**config.mk**
```make
export PLATFORM = sky130hd
export DESIGN_NAME = pect_ctrl
export DESIGN_NICKNAME = d
export VERILOG_FILES = /design/src/design/pect_pkg.sv /design/src/design/pect_ctrl.sv
export SDC_FILE = /design/constraint.sdc
export NUM_CORES = 1
export LEC_CHECK = 0
export BUFFER_PORTS_ARGS = -buffer_cell sky130_fd_sc_hd__buf_4
export CAP_MARGIN = 5
export CORE_MARGIN = 2
export CORE_UTILIZATION = 40
export CTS_BUF_LIST = sky130_fd_sc_hd__clkbuf_8
export CTS_CLUSTER_DIAMETER = 120
export DETAILED_ROUTE_END_ITERATION = 8
export PLACE_DENSITY = 0.68
export SETUP_SLACK_MARGIN = 0.02
export SYNTH_ARGS = -nofsm -noshare
export SYNTH_HDL_FRONTEND = slang
export SYNTH_SLANG_ARGS = --single-unit
```
**constraint.sdc**
```tcl
create_clock -name clk -period 1.9 [get_ports clk]
set_input_delay 0.095 -clock clk [delete_from_list [all_inputs] [get_ports clk]]
set_output_delay 0.095 -clock clk [all_outputs]
set_load 0.02 [all_outputs]
```
**src/design/pect_pkg.sv**
```systemverilog
// ----------------------------------------------------------------------------
// pect_pkg
// Shared types and constants for the polygon ear-clip triangulator.
// ----------------------------------------------------------------------------
package pect_pkg;

    localparam int COORD_W  = 24;
    localparam int NORM_W   = 16;
    localparam int EPS_W    = 24;
    localparam int EPS_SH   = 14;
    localparam int CORNER_W = 6;
    localparam int DIFF_W   = COORD_W + 1;
    localparam int TURN_W   = 64;
    localparam int MIN_POLY = 3;
    localparam logic [EPS_W-1:0] EPS_RESET = 24'd16;

    typedef enum logic [5:0] {
        S_LOAD, S_START, S_INIT, S_ROUND,
        S_TR0, S_TR1, S_TR2, S_TR3,
        S_TS0, S_TS1, S_TS2, S_TS3, S_TS4, S_TW,
        S_BINIT, S_BR0, S_BR1, S_BD,
        S_JR0, S_JR1, S_JQ, S_JS, S_JW0, S_JW1, S_JW2, S_JN,
        S_BNEXT, S_OUT, S_SHIFT, S_SH0, S_SH1, S_FINISH
    } state_t;

    typedef enum logic [1:0] {PH_TURN, PH_EAR, PH_EMIT} phase_t;
    typedef enum logic [1:0] {RA_PREV, RA_CUR, RA_NEXT, RA_J} ring_ra_t;
    typedef enum logic [1:0] {SA_P, SA_C, SA_N, SA_Q} store_ra_t;
    typedef enum logic [1:0] {TRI_TURN, TRI_D0, TRI_D1, TRI_D2} tri_sel_t;
    typedef enum logic [2:0] {IOP_HOLD, IOP_CLR, IOP_INC, IOP_ONE, IOP_BEST} idx_op_t;

    typedef struct packed {
        logic      load;
        logic      ring_we;
        logic      ring_init;
        ring_ra_t  ring_ra;
        store_ra_t store_ra;
        logic      turn_ra_j;
        logic      cap_p;
        logic      cap_c;
        logic      cap_a;
        logic      cap_b;
        logic      cap_cpt;
        logic      cap_q;
        logic      tri_start;
        tri_sel_t  tri_sel;
        logic      turn_we;
        idx_op_t   i_op;
        idx_op_t   j_op;
        logic      best_clr;
        logic      best_upd;
        logic      cap_turn;
        logic      sign_first;
        logic      sign_acc;
        logic      m_load;
        logic      m_dec;
        logic      out_load;
        logic      out_short;
        logic      clear_poly;
    } cmd_t;

    typedef struct packed {
        logic cnt_short;
        logic init_done;
        logic m_is3;
        logic i_last;
        logic j_last;
        logic reflex_rd;
        logic skip_j;
        logic turn_gt_e;
        logic tri_done;
        logic hit;
        logic out_last;
    } sts_t;

endpackage

```
**src/design/pect_ctrl.sv**
```systemverilog
// ----------------------------------------------------------------------------
// pect_ctrl
// Sequencer: load, ring setup, turn pass, ear search, emit and ring removal.
// ----------------------------------------------------------------------------
module pect_ctrl
    import pect_pkg::*;
(
    input  logic clk,
    input  logic rst_n,
    input  logic in_valid,
    input  logic last_vertex,
    input  logic out_ready,
    input  sts_t sts,
    output cmd_t cmd,
    output logic in_ready,
    output logic out_valid
);

    state_t state_reg, state_next;
    phase_t phase_reg, phase_next;

    always_ff @(posedge clk or negedge rst_n)
    begin
        if (!rst_n)
        begin
            state_reg <= S_LOAD;
            phase_reg <= PH_TURN;
        end
        else
        begin
            state_reg <= state_next;
            phase_reg <= phase_next;
        end
    end

    always_comb
    begin
        state_next = state_reg;
        phase_next = phase_reg;
        unique case (state_reg)
            S_LOAD:   if (in_valid && last_vertex) state_next = S_START;
            S_START:  state_next = sts.cnt_short ? S_OUT : S_INIT;
            S_INIT:   if (sts.init_done) state_next = S_ROUND;
            S_ROUND:
            begin
                state_next = S_TR0;
                phase_next = sts.m_is3 ? PH_EMIT : PH_TURN;
            end
            S_TR0:    state_next = S_TR1;
            S_TR1:    state_next = S_TR2;
            S_TR2:    state_next = S_TR3;
            S_TR3:    state_next = (phase_reg == PH_EMIT) ? S_OUT : S_TS0;
            S_TS0:    state_next = S_TS1;
            S_TS1:    state_next = S_TS2;
            S_TS2:    state_next = S_TS3;
            S_TS3:    state_next = (phase_reg == PH_TURN) ? S_TS4 : S_BD;
            S_TS4:    state_next = S_TW;
            S_TW:     if (sts.tri_done) state_next = sts.i_last ? S_BINIT : S_TR0;
            S_BINIT:  state_next = S_BR0;
            S_BR0:    state_next = S_BR1;
            S_BR1:
            begin
                if (sts.reflex_rd)
                    state_next = S_BNEXT;
                else
                begin
                    state_next = S_TR0;
                    phase_next = PH_EAR;
                end
            end
            S_BD:
            begin
                if (sts.turn_gt_e)
                    state_next = S_JR0;
                else
                begin
                    state_next = S_TR0;
                    phase_next = PH_EMIT;
                end
            end
            S_JR0:    state_next = S_JR1;
            S_JR1:    state_next = sts.skip_j ? S_JN : S_JQ;
            S_JQ:     state_next = S_JS;
            S_JS:     state_next = S_JW0;
            S_JW0:    if (sts.tri_done) state_next = S_JW1;
            S_JW1:    if (sts.tri_done) state_next = S_JW2;
            S_JW2:    if (sts.tri_done) state_next = sts.hit ? S_BNEXT : S_JN;
            S_JN:
            begin
                if (sts.j_last)
                begin
                    state_next = S_TR0;
                    phase_next = PH_EMIT;
                end
                else
                    state_next = S_JR0;
            end
            S_BNEXT:
            begin
                if (sts.i_last)
                begin
                    state_next = S_TR0;
                    phase_next = PH_EMIT;
                end
                else
                    state_next = S_BR0;
            end
            S_OUT:    if (out_ready) state_next = sts.out_last ? S_FINISH : S_SHIFT;
            S_SHIFT:  state_next = sts.i_last ? S_ROUND : S_SH0;
            S_SH0:    state_next = S_SH1;
            S_SH1:    state_next = S_SHIFT;
            S_FINISH: state_next = S_LOAD;
            default:  state_next = S_LOAD;
        endcase
    end

    always_comb
    begin
        cmd       = '0;
        in_ready  = 1'b0;
        out_valid = 1'b0;
        unique case (state_reg)
            S_LOAD:
            begin
                in_ready = 1'b1;
                cmd.load = in_valid;
            end
            S_START:
            begin
                if (sts.cnt_short)
                begin
                    cmd.out_load  = 1'b1;
                    cmd.out_short = 1'b1;
                end
                else
                    cmd.i_op = IOP_CLR;
            end
            S_INIT:
            begin
                cmd.ring_we   = 1'b1;
                cmd.ring_init = 1'b1;
                if (sts.init_done)
                    cmd.m_load = 1'b1;
                else
                    cmd.i_op = IOP_INC;
            end
            S_ROUND:  cmd.i_op = sts.m_is3 ? IOP_ONE : IOP_CLR;
            S_TR0:    cmd.ring_ra = RA_PREV;
            S_TR1:
            begin
                cmd.ring_ra = RA_CUR;
                cmd.cap_p   = 1'b1;
            end
            S_TR2:
            begin
                cmd.ring_ra = RA_NEXT;
                cmd.cap_c   = 1'b1;
            end
            S_TR3:
            begin
                cmd.ring_ra  = RA_NEXT;
                cmd.out_load = (phase_reg == PH_EMIT);
            end
            S_TS0:
            begin
                cmd.ring_ra  = RA_NEXT;
                cmd.store_ra = SA_P;
            end
            S_TS1:
            begin
                cmd.ring_ra  = RA_NEXT;
                cmd.store_ra = SA_C;
                cmd.cap_a    = 1'b1;
            end
            S_TS2:
            begin
                cmd.store_ra = SA_N;
                cmd.cap_b    = 1'b1;
            end
            S_TS3:    cmd.cap_cpt = 1'b1;
            S_TS4:
            begin
                cmd.tri_start = 1'b1;
                cmd.tri_sel   = TRI_TURN;
            end
            S_TW:
            begin
                if (sts.tri_done)
                begin
                    cmd.turn_we = 1'b1;
                    if (!sts.i_last)
                        cmd.i_op = IOP_INC;
                end
            end
            S_BINIT:
            begin
                cmd.i_op     = IOP_CLR;
                cmd.best_clr = 1'b1;
            end
            S_BR0:    cmd.turn_ra_j = 1'b0;
            S_BR1:
            begin
                cmd.best_upd = 1'b1;
                cmd.cap_turn = 1'b1;
            end
            S_BD:     if (sts.turn_gt_e) cmd.j_op = IOP_CLR;
            S_JR0:
            begin
                cmd.ring_ra   = RA_J;
                cmd.turn_ra_j = 1'b1;
            end
            S_JR1:    cmd.store_ra = SA_Q;
            S_JQ:     cmd.cap_q = 1'b1;
            S_JS:
            begin
                cmd.tri_start = 1'b1;
                cmd.tri_sel   = TRI_D0;
            end
            S_JW0:
            begin
                cmd.tri_sel = TRI_D1;
                if (sts.tri_done)
                begin
                    cmd.sign_first = 1'b1;
                    cmd.tri_start  = 1'b1;
                end
            end
            S_JW1:
            begin
                cmd.tri_sel = TRI_D2;
                if (sts.tri_done)
                begin
                    cmd.sign_acc  = 1'b1;
                    cmd.tri_start = 1'b1;
                end
            end
            S_JW2:    cmd.tri_sel = TRI_D2;
            S_JN:     if (!sts.j_last) cmd.j_op = IOP_INC;
            S_BNEXT:  cmd.i_op = sts.i_last ? IOP_BEST : IOP_INC;
            S_OUT:    out_valid = 1'b1;
            S_SHIFT:  cmd.m_dec = sts.i_last;
            S_SH0:    cmd.ring_ra = RA_NEXT;
            S_SH1:
            begin
                cmd.ring_we = 1'b1;
                cmd.i_op    = IOP_INC;
            end
            S_FINISH: cmd.clear_poly = 1'b1;
            default:  cmd = '0;
        endcase
    end

endmodule

```
# Word-level counts from Yosys, hierarchy flattened
# Cells that the tools add are included.
# Widths: inputs -> output; s select.
# totals
ff_bits	8
output_inout_bits	36
in_bits	16
elab_cells	121
# classes
mux	65
n_reduce_logical	11
eq_ne	43
# ops
cell	n
$pmux 6 s31	1
$eq 6x5->1 const B	16
$eq 6x4->1 const B	8
$mux 6	7
$mux 5	7
$mux 2	13
$eq 6x3->1 const B	4
$mux 1	24
$ne 2x2->1 const B	11
$pmux 3 s7	1
$pmux 2 s3	3
$mux 4	4
$eq 6x2->1 const B	2
$pmux 2 s5	1
$reduce_or 2->1	4
$reduce_and 7->1	1
$eq 6x1->1 const B	1
$logic_not 6->1	1
$pmux 3 s2	1
$reduce_and 5->1	1
$reduce_bool 5->1	1
$reduce_or 5->1	1
$pmux 1 s2	2
$mux 3	1
3 further kinds	3

# Logic depth before layout (Yosys ltp)
# logic_depth
depth_word	3
depth_mapped	7
depth_no_buf	5

# Least setup slack after synthesis
# Ideal clock, no wire load.
# synth_path
path_type	reg2out
startpoint	register state_reg[4]
endpoint	output port cmd[29] (netlist name)
stages_incl_launch_ff	6
required_time_ns	1.805
arrival_ns	1.681
setup_slack_ns	0.124
cell_sequence	dfrtp_1 -> buf_4 -> buf_2 -> buf_1 -> nor3_1 -> or2_2
# synth_lines
item	line_no	source
from (decl)	pect_ctrl.sv:19	state_t state_reg, state_next;
from (signal assigned)	pect_ctrl.sv:31	state_reg <= state_next;
to (decl)	pect_ctrl.sv:14	output cmd_t cmd,

# Final worst setup path
# layout_path
startpoint	register state_reg[3]
endpoint	register phase_reg[1]
# layout_via
elab_chain_len	3
elab_cells_between_ends	12
# layout_rtl
item	line_no	source
$eq 6x5->1 or $eq 6x2->1 (tied branches)	pect_ctrl.sv:40	unique case (state_reg)
$reduce_bool 5->1 (no line) or $ne 2x2->1 (tied branches)	n/a	
$reduce_and 5->1 (no line)	n/a	
to (signal assigned)	pect_ctrl.sv:32	phase_reg <= phase_next;
to (decl)	pect_ctrl.sv:20	phase_t phase_reg, phase_next;
# Several ways; a longest one is shown, not always the timed one.
# A chain may end at the register's enable or synchronous reset.

==> results.cfg <==
[run_status]
status = complete, but fails checks
violations = negative setup slack

[yosys]
yosysMostFrequentCell = nor2_1
synth_top_cell_by_area = dfrtp_1
ys_top_cells_by_area = dfrtp_1 (14%), nor2_1 (7.2%), nand2_1 (5.5%)
synthTopCellsByCount = nor2_1 (25), nand2_1 (19), nor3_1 (11)
yosysWarningCount = 0
synth-seq-cells = 7
netlist-cell-type-count = 54
syn-instance-count = 195
netlist_area_sq_um = 1300
synthArstFlopShare_pct = 100
syn_avg_cell_area_sq_um = 6.65
synth_edf_count = 0
synth_seq_area_share_pct = 13.5
yosysTopAreaCellShare_pct = 13.5
syn_nets = 211
synthFlopType = dfrtp_1

[detailed_routing]
first_pass_iters = 5
route.detailed.drc = 0
wire_per_inst_um = 17.6
drt_wl_total_um = 5830
routed_via_density = 5.94
drt-initial-drc-count = 149
vias = 1966
postRouteAntennaNets = 0

[worst_setup_path]
worst-r2r-cell-count = 5
path_class = reg2reg
r2r_start = state_reg[3]$_DFFE_PN0P_
start_kind = flip-flop
r2r-end = phase_reg[1]$_DFFE_PN0P_
required_ps = 2010
ff2ff_setup_slack_ps = -3
crit_fanout = 5
arrival_ps = 2010
worst_setup_path_end_kind = flip-flop

[finish]
synthToLayoutAreaGrowth_pct = 71.3
fin_util_pct = 72.2
largest_reg_flops = 5
insertedDiodeCount = 0
final_layout_size_suffix_gt1_share_pct = 46.3
nNetsFinal = 304
finalNonFillerCells = 331

[power]
power_per_cell_area_nw_per_um2 = 1730
p_clk_share_pct = 5.5
combPwrFrac_pct = 85.2
peakVddDrop_uv = 1030
power.net_switching_mw = 1.85
intPower_mw = 2.01
netSwitchingFraction_pct = 47.9
seqPwrFrac_pct = 9.4
leakagePower_nw = 1.05

[placed_design]
gp_congestion = 0.949
hpwl_um = 4020
dp_cells = 314
io_buffers = 50

[global_route]
grt_pass1_wl_um = 8640
overflow = 0
grt_pass1_vias = 1749
grtUsageTotal_pct = 31.9
grt_max_degree = 18
antenna_found_initial = 0

[clocking]
cts_tree = yes
h-tree-depth = 1
clock-root-buffer = clkbuf_8
clock_path_buffers = 2
cts_buffers = 3
clk_latency_ps = 230
cts.clk_slew.worst_paths_ps = 40
cts_sinks = 7

[worst_hold_path]
hp-class = in2async

[sta]
skew_ps = 5.34
hold_viol = 0
finalMaxSlewViolations = 0
tns_ps = -3.33
setup_viol = 1
rsz0062_at_grt = yes
fmax_mhz = 525
finalWorstSetupSlack_ps = -3.33
finalCritPeriodShare_pct = 100
min_period_ps = 1900

[die]
num_rows = 20
core_sq_um = 3080
die_y_um = 60.9
die_area_sq_um = 3710
top_level_ports = 52
start_util_pct = 42.1
fp.dieW_um = 60.9

[run]
maxCapViolations = 0
cell usage in the layout, fill, tap and decap left out, drive strengths merged, types with 2 or more instances in the layout:
cell | synthesis | routed
buf | 17 | 106
nor2 | 25 | 25
nand2 | 20 | 20
nor3 | 11 | 11
o21ai | 11 | 11
a21oi | 9 | 9
nand2b | 8 | 8
nor2b | 8 | 8
o22ai | 7 | 7
dfrtp | 7 | 7
nand3 | 6 | 6
inv | 5 | 6
and3 | 4 | 4
mux2i | 4 | 4
or2 | 4 | 4
o31ai | 4 | 4
a31oi | 3 | 3
o211ai | 3 | 3
clkbuf | 4 | 3
a2111oi | 3 | 3
mux2 | 3 | 3
a21bo | 3 | 3
or3 | 2 | 2
nand4 | 2 | 2
a32oi | 2 | 2
a22oi | 2 | 2
nand4b | 2 | 2
bufbuf | 0 | 2
through the flow:
step                      total power, mW  hold WS [ps]  cell area (sq um)  worst slack (ps)
after floorplan                      1.94          -201               1300               124
after global placement               3.15         -86.5               1980              11.3
after detailed placement             3.15         -86.0               1980             -15.1
after CTS                            3.65           214               2160              28.8
after global routing                 4.07           221               2220             -46.3
final                                3.85           204               2220             -3.33
critical path: stages, from the launching register on:
cell and delay, ps:
dfrtp_2 450, nor2b_1 160, or2_1 250, a32o_2 280
or3_4 340, mux2_4 300
final cells by class:
class	instances	area [sq um]
multi-input cells	162	1020
repair buffers	109	900
fillers	271	857
flip-flops and latches	7	180
well taps	44	55.1
clock buffers	3	41.3
inverters	5	18.8
clock inverters	1	3.75
worst max path at each step:
stage | depth (start not counted) | slack (ps) | endpoint | start
6_report | 5 | -3 | phase_reg[1]$_DFFE_PN0P_ | state_reg[3]$_DFFE_PN0P_
2_1_floorplan | 5 | 120 | cmd[29] | state_reg[4]$_DFFE_PN0P_
3_5_place_dp | 6 | -20 | state_reg[0]$_DFFE_PN0P_ | state_reg[0]$_DFFE_PN0P_
3_3_place_gp | 6 | 10 | state_reg[0]$_DFFE_PN0P_ | state_reg[0]$_DFFE_PN0P_
4_1_cts | 5 | 30 | cmd[14] | state_reg[3]$_DFFE_PN0P_
5_1_grt | 6 | -50 | state_reg[2]$_DFFE_PN0P_ | state_reg[0]$_DFFE_PN0P_
kinds of logic after synthesis:
kind of cell,after synthesis,share of synthesized area (%)
simple gates,97,38.0
other cells,1,0.289
buf+inv,26,10.4
flops,7,13.5
compound gates,57,31.8
mux,7,5.98
power groups by stage:
stage	logic (mW)	registers, mW	clock network [mW]
2_1_floorplan	1.67	0.263	0
4_1_cts	3.09	0.350	0.211
5_1_grt	3.49	0.362	0.221
6_report	3.28	0.361	0.210
3_5_place_dp	2.79	0.359	0
3_3_place_gp	2.79	0.355	0
routing by layer:
metal | vias to the layer above | global-route usage (%) | routed length [um]
met5 | - | 0 | 0
met4 | 0 | 18.0 | 228
met3 | 26 | 5.97 | 486
met2 | 123 | 50.7 | 2810
met1 | 921 | 40.4 | 2300
li1 | 896 | - | -
what timing repair did:
item / in CTS / in global routing
endpoints found under the hold margin: 7 / 0
resized for setup: 8 / 7
hold buffers: 1 / 0
endpoints found under the setup margin: 8 / 11
setup buffers: 5 / 5
pin swaps: 1 / 1
gates cloned: 2 / 0
(Power assumes the default switching activity.)
